$ cat config.mk
export PLATFORM = sky130hd
export DESIGN_NAME = lzwc_hash
export DESIGN_NICKNAME = d
export VERILOG_FILES = /design/src/rtl/lzwc_pkg.sv /design/src/rtl/lzwc_hash.sv
export SDC_FILE = /design/constraint.sdc
export NUM_CORES = 1
export LEC_CHECK = 0
export BUFFER_PORTS_ARGS = -buffer_cell sky130_fd_sc_hd__buf_4
export CORE_MARGIN = 2
export CORE_UTILIZATION = 52
export DETAILED_ROUTE_END_ITERATION = 6
export PLACE_DENSITY = 0.75
export SYNTH_ARGS = -nofsm -noshare
export SYNTH_HDL_FRONTEND = slang
export SYNTH_SLANG_ARGS = --single-unit
$ cat constraint.sdc
create_clock -name clock -period 3.63 [get_ports clock]
set_input_delay 0 -clock clock [delete_from_list [all_inputs] [get_ports clock]]
set_output_delay 0 -clock clock [all_outputs]
set_load 0.005 [all_outputs]
$ cat src/rtl/lzwc_pkg.sv
// ----------------------------------------------------------------------------
// lzwc_pkg
// Shared constants for the 12-bit LZW compressor.
// ----------------------------------------------------------------------------
package lzwc_pkg;

   // first learned code; codes below stand for single bytes
   localparam int unsigned FIRST_CODE = 256;

   // multiplier of the multiplicative slot hash
   localparam logic [15:0] HASH_MULT = 16'd40503;

   // width of an emitted code
   localparam int unsigned OUT_W = 12;

endpackage

$ cat src/rtl/lzwc_hash.sv
// ----------------------------------------------------------------------------
// lzwc_hash
// Registered multiplicative hash: slot = (key * HASH_MULT) mod HASH_SLOTS.
// HASH_SLOTS is a power of two, so only the low key bits matter.
// ----------------------------------------------------------------------------
module lzwc_hash #(
   parameter int unsigned HASH_W = 13
) (
   input  logic              clock,
   input  logic [HASH_W-1:0] key_lo,
   output logic [HASH_W-1:0] slot
);

   logic [HASH_W+15:0] prod;
   logic [HASH_W-1:0]  slot_ff;

   // product of the low key bits and the hash constant
   assign prod = (HASH_W+16)'(key_lo) * (HASH_W+16)'(lzwc_pkg::HASH_MULT);

   always_ff @(posedge clock) begin
      slot_ff <= prod[HASH_W-1:0];
   end

   assign slot = slot_ff;

endmodule

==> results of run 1 <==
-- critical path, stage by stage --
cell and delay [ns]:
dlygate4sd3_1 0.54, buf_4 0.18, fa_1 0.49, ha_1 0.31
ha_1 0.30, fa_1 0.45, ha_1 0.30, a21o_1 0.18
a21oi_2 0.16, o21ai_1 0.11, or4_1 0.40, o311ai_1 0.10
xnor2_1 0.15
-- metrics by stage --
step	setup slack (ns)	cell area [um^2]	hold slack, ns
floorplan	0.2798	1857	0.02772
global placement	0.02203	2170	0.2061
detailed placement	0.01651	2170	0.2085
CTS	0.04645	2216	0.2224
global route	0.01472	2242	0.2454
finish	0.1726	2242	0.2296
-- worst paths after layout --
check | end | slack (ns)
setup / recovery | slot[11] | 0.17
hold / removal | slot[4] | 0.23
-- synthesized netlist by cell type (all sizes together) (2+ instances only) --
| master | n |
|---|---|
| xnor2 | 17 |
| nor2b | 2 |
| ha | 46 |
| fa | 26 |
| o21ai | 3 |
| dfxtp | 13 |
| nand2 | 3 |
| nor2 | 3 |
| inv | 57 |
| a21oi | 3 |
| xor2 | 3 |
-- cells in the final DEF, fill, tap and decap left out, types with 2 or more instances in the layout --
cell type / n
o21ai_1: 3
dfxtp_1: 13
nand2_1: 3
dlygate4sd3_1: 2
nor2b_1: 2
ha_1: 45
a21oi_2: 2
xnor2_1: 17
buf_4: 35
clkbuf_4: 3
fa_1: 25
nor2_1: 3
xor2_1: 3
inv_1: 57
-- power groups by stage --
stage               combinational (W)  clock [W]  sequential [W]
global placement              0.00101          0        0.000236
floorplan                    0.000729          0        0.000246
CTS                           0.00105   0.000102        0.000233
global route                  0.00124   0.000107        0.000236
finish                        0.00107  0.0000948        0.000232
detailed placement            0.00104          0        0.000236
-- logic make-up (layout without fill, tap and decap cells) --
kind of cell / after synthesis / in the layout / share of synthesized area (%)
AOI/OAI and AO/OA: 9 / 9 / 3.100
xor gates and xnor gates: 20 / 20 / 9.434
adders and majority gates: 72 / 72 / 59.03
buffers and inverters: 57 / 98 / 11.52
DFF: 13 / 13 / 14.02
and+or+nand+nor: 11 / 11 / 2.897
-- timing repair --
item | 4_1_cts | 5_1_grt
hold buffers | 2 | 0
setup buffers | 0 | 1
gates resized for setup | 0 | 6
endpoints found under the hold margin | 2 | 0
setup endpoints to repair | 0 | 3
-- per-layer routing --
| layer | wire [um] | GRT usage, % |
|---|---|---|
| met1 | 1346 | 21.88 |
| met2 | 1501 | 32.37 |
| met3 | 106 | 4.577 |
| met4 | 78 | 7.065 |
| met5 | 0 | 0 |
-- final cells by class --
class	count	area [um^2]	area share, %
tap	46	57.56	2.567
clock buffer	4	26.28	1.172
multi-input combinational	112	1401	62.50
timing repair buffer	37	282.8	12.61
sequential	13	260.3	11.61
inverter	57	214.0	9.542
==> flow_summary.toml, run 1 <==
[floorplanning]
die_x_um = 63.76
num_rows = 21
pin_count = 27
die_h_um = 63.76
die_area_um2 = 4065
start_util_pct = 54.78
coreArea_um2 = 3390

[global_routing]
grt_overflow = 0
grt_pass1_vias = 1321
antenna_found_initial = 0
grt_pass1_wl_um = 5637
track_usage_pct = 18.52
grt_max_degree = 8

[synthesis]
async_reset_ff_share_pct = 0
synth_area_leaders = "ha_1 (31%), fa_1 (28%), dfxtp_1 (14%), inv_1 (12%), xnor2_1 (8.0%)"
synthCells = 182
avgSynthCellArea_um2 = 10.20
synth.largest_area_cell = "ha_1"
synth_top_area_share_pct = 31.00
synth_edf_count = 0
synth-seq-cells = 13
yosysWarnings = 0
synth_flop_cell = "dfxtp_1"
mappedNetlistNets = 268
synth_seq_area_share_pct = 14.02
syn_area_um2 = 1857
synth_cell_types = 19

[cells_and_area]
fin_util_pct = 66.15
nets = 310
fillers = 272
n_antenna_cell = 0
largest_reg_flops = 13
fin_cells = 269
drive_gt1_share_pct = 19.28
syn2layout_area_growth_pct = 20.75

[detailed_routing]
drt-wirelength-per-cell_um = 11.27
vias = 1225
wirelength_um = 3032
first_pass_iters = 3
viasPerCell = 4.554
ant_nets = 0
drtIter0Drc = 22
drc = 0

[sta]
relSlewSlack_pct = 79.95
fmaxAchievable_ghz = 0.2892
setup_viol = 0
slew_viol_final = 0
min_period_ns = 3.457
finalSetupTns_ns = 0
hold_violations = 0
finalCritPeriodShare_pct = 95.25
worst_pin_slew_ns = 0.2984
grt_setup_unrepaired = "false"

[cts]
numCtsBuffers = 3
clk_pin_slew_ns = 0.08
clockBufferDepth = 2
cts_tree = "built"
cts_num_sinks = 13
clockRootBuffer = "clkbuf_4"
h-tree-depth = 1

[job]
maxCapViolations = 0

[pwr]
swShare_pct = 41.21
switching_power_w = 0.0005767
power_density_nw_per_um2 = 624.1
p_clk_share_pct = 6.8
ir_worst_vdd_mv = 0.3526
p_leak_nw = 1.201
share_seq_of_total_power_pct = 16.6
total_power_w = 0.001399
p_int_w = 0.0008226
combPwrFrac_pct = 76.6

[min_path]
worstHoldPathCells = 4
hold_class = "primary input to flip-flop"
hold_start = "key_lo[4]"

[placement]
place_inst = 262
dp_hpwl_um = 2712
port_buffers = 26
gp_congestion = 0.8240

[critical_path]
crit_start = "key_lo[0]"
criticalPathCategory = "primary input to flip-flop"
start_kind = "primary input"
crit_path_end_kind = "flip-flop"
crit_fanout = 7
timing.critical_path.arrival_ns = 3.68
required_ns = 3.85

[status]
outcome = "completed"
Power figures use the tool's default switching activity.
==> run 2, diff against run 1 <==
--- a/config.mk
+++ b/config.mk
@@ -6,6 +6,7 @@
 export NUM_CORES = 1
 export LEC_CHECK = 0
 export BUFFER_PORTS_ARGS = -buffer_cell sky130_fd_sc_hd__buf_4
+export CORE_ASPECT_RATIO = 0.6
 export CORE_MARGIN = 2
 export CORE_UTILIZATION = 52
 export DETAILED_ROUTE_END_ITERATION = 6
==> run 2 against run 1 <==
Sequential cell count is the same. Fmax fell by 0.14%. Worst setup slack got worse by 0.0049 ns.
==> flow_summary.toml, run 2 (synthesized netlist as in run 1, its figures left out) <==
[status]
outcome = "completed"

[placement]
gp_congestion = 0.9030
dpl_cell_area_um2 = 2153
dp_hpwl_um = 3070
port_buffers = 26
place_inst = 259
dpl_worst_slack_ns = -0.08026

[global_routing]
grt_overflow = 0
grt_pass1_vias = 1319
track_usage_pct = 19.30
antenna_found_initial = 0
grt_pass1_wl_um = 5782
grt_max_degree = 8

[floorplanning]
coreArea_um2 = 3343
num_rows = 16
pin_count = 27
die_h_um = 50.29
start_util_pct = 55.54
die_area_um2 = 4080
die_x_um = 81.15

[critical_path]
crit_path_end_kind = "flip-flop"
crit_fanout = 5
criticalPathCategory = "primary input to flip-flop"
required_ns = 3.80
timing.critical_path.arrival_ns = 3.63
start_kind = "primary input"

[cells_and_area]
fillers = 262
n_antenna_cell = 0
syn2layout_area_growth_pct = 18.94
fin_cells = 264
final_area_um2 = 2208
drive_gt1_share_pct = 16.89
nets = 306
largest_reg_flops = 13
most-common-layout-cells = "inv_1 (57), ha_1 (46), buf_4 (32), fa_1 (26), xnor2_1 (17)"
layout_commonest_cell = "inv_1"

[sta]
finalCritPeriodShare_pct = 95.38
relSlewSlack_pct = 77.00
finalSetupTns_ns = 0
grt_setup_unrepaired = "false"
slew_viol_final = 0
min_period_ns = 3.462
hold_violations = 0
setup_viol = 0
timing.final.ws_setup_ns = 0.1677
fmaxAchievable_ghz = 0.2888
worst_pin_slew_ns = 0.3396

[pwr]
ir_worst_vdd_mv = 0.4337
p_leak_nw = 1.190
total_power_w = 0.001430
power_density_nw_per_um2 = 647.6

[detailed_routing]
ant_nets = 0
first_pass_iters = 4
viasPerCell = 4.686
wirelength_um = 3325
drtIter0Drc = 42
vias = 1237
drt-wirelength-per-cell_um = 12.59
drc = 0

[cts]
clk_pin_slew_ns = 0.07
post_cts_buffers = 0
numCtsBuffers = 3
cts_tree = "built"
h-tree-depth = 1
cts_num_sinks = 13
clockBufferDepth = 2
clockRootBuffer = "clkbuf_8"

[min_path]
hold_class = "primary input to flip-flop"
hold_start = "key_lo[1]"
min_to = "slot[1]"
worstHoldPathCells = 2

[job]
maxCapViolations = 0
[run 2: through the flow]
stage / utilization [%] / hold slack (ns)
after floorplan: - / 0.02772
after global placement: 64.41 / 0.2108
after detailed placement: 64.41 / 0.2146
after CTS: 66.06 / 0.07084
after global routing: 66.06 / 0.08721
final: 66.06 / 0.07515
[run 2: report_power, final]
group,switching (W),total [W],leakage (nW),internal [W]
combinational,0.000519,0.00106,1.06,0.000540
sequential,0.0000155,0.000235,0.110,0.000219
clock,0.0000587,0.000136,0.0228,0.0000777
total,0.000593,0.00143,1.19,0.000837
[run 2: layout make-up]
cell class | instances | area [um^2] | area share, %
timing repair buffer | 33 | 250.2 | 11.33
sequential | 13 | 260.3 | 11.78
multi-input combinational | 112 | 1383 | 62.61
clock buffer | 4 | 45.04 | 2.040
tap | 45 | 56.30 | 2.550
inverter | 57 | 214.0 | 9.688
[run 2: how the worst max path moves through the flow]
| stage | startpoint | endpoint | slack (ns) | cells after the start |
|---|---|---|---|---|
| after floorplan | key_lo[5] | slot[11] | 0.28 | 13 |
| after global placement | key_lo[1] | slot[12] | -0.005 | 14 |
| after detailed placement | key_lo[4] | slot[11] | -0.08 | 14 |
| after CTS | key_lo[4] | slot[11] | 0.17 | 14 |
| after global routing | key_lo[1] | slot[10] | 0.05 | 14 |
| final | key_lo[4] | slot[11] | 0.17 | 14 |
[run 2: repair_timing]
item | in CTS | in global routing
gates resized for setup | 0 | 1
endpoints found under the hold margin | 1 | 0
hold buffers | 1 | 0
endpoints found under the setup margin | 0 | 1
[run 2: worst max-delay path, cell delays in order]
cell      delay (ns)
buf_4           0.14
ha_1            0.32
inv_1           0.08
fa_1            0.56
inv_1           0.05
ha_1            0.31
fa_1            0.53
inv_1           0.06
fa_1            0.54
inv_1           0.04
ha_1            0.19
or4_1           0.52
o311ai_1        0.12
xnor2_1         0.17
[run 2: metal layers]
layer / vias up / GRT usage [%] / wire [um]
li1: 623 / - / -
met1: 591 / 26.24 / 1581
met2: 23 / 32.51 / 1596
met3: 0 / 4.856 / 148
met4: 0 / 1.695 / 0
met5: - / 0 / 0
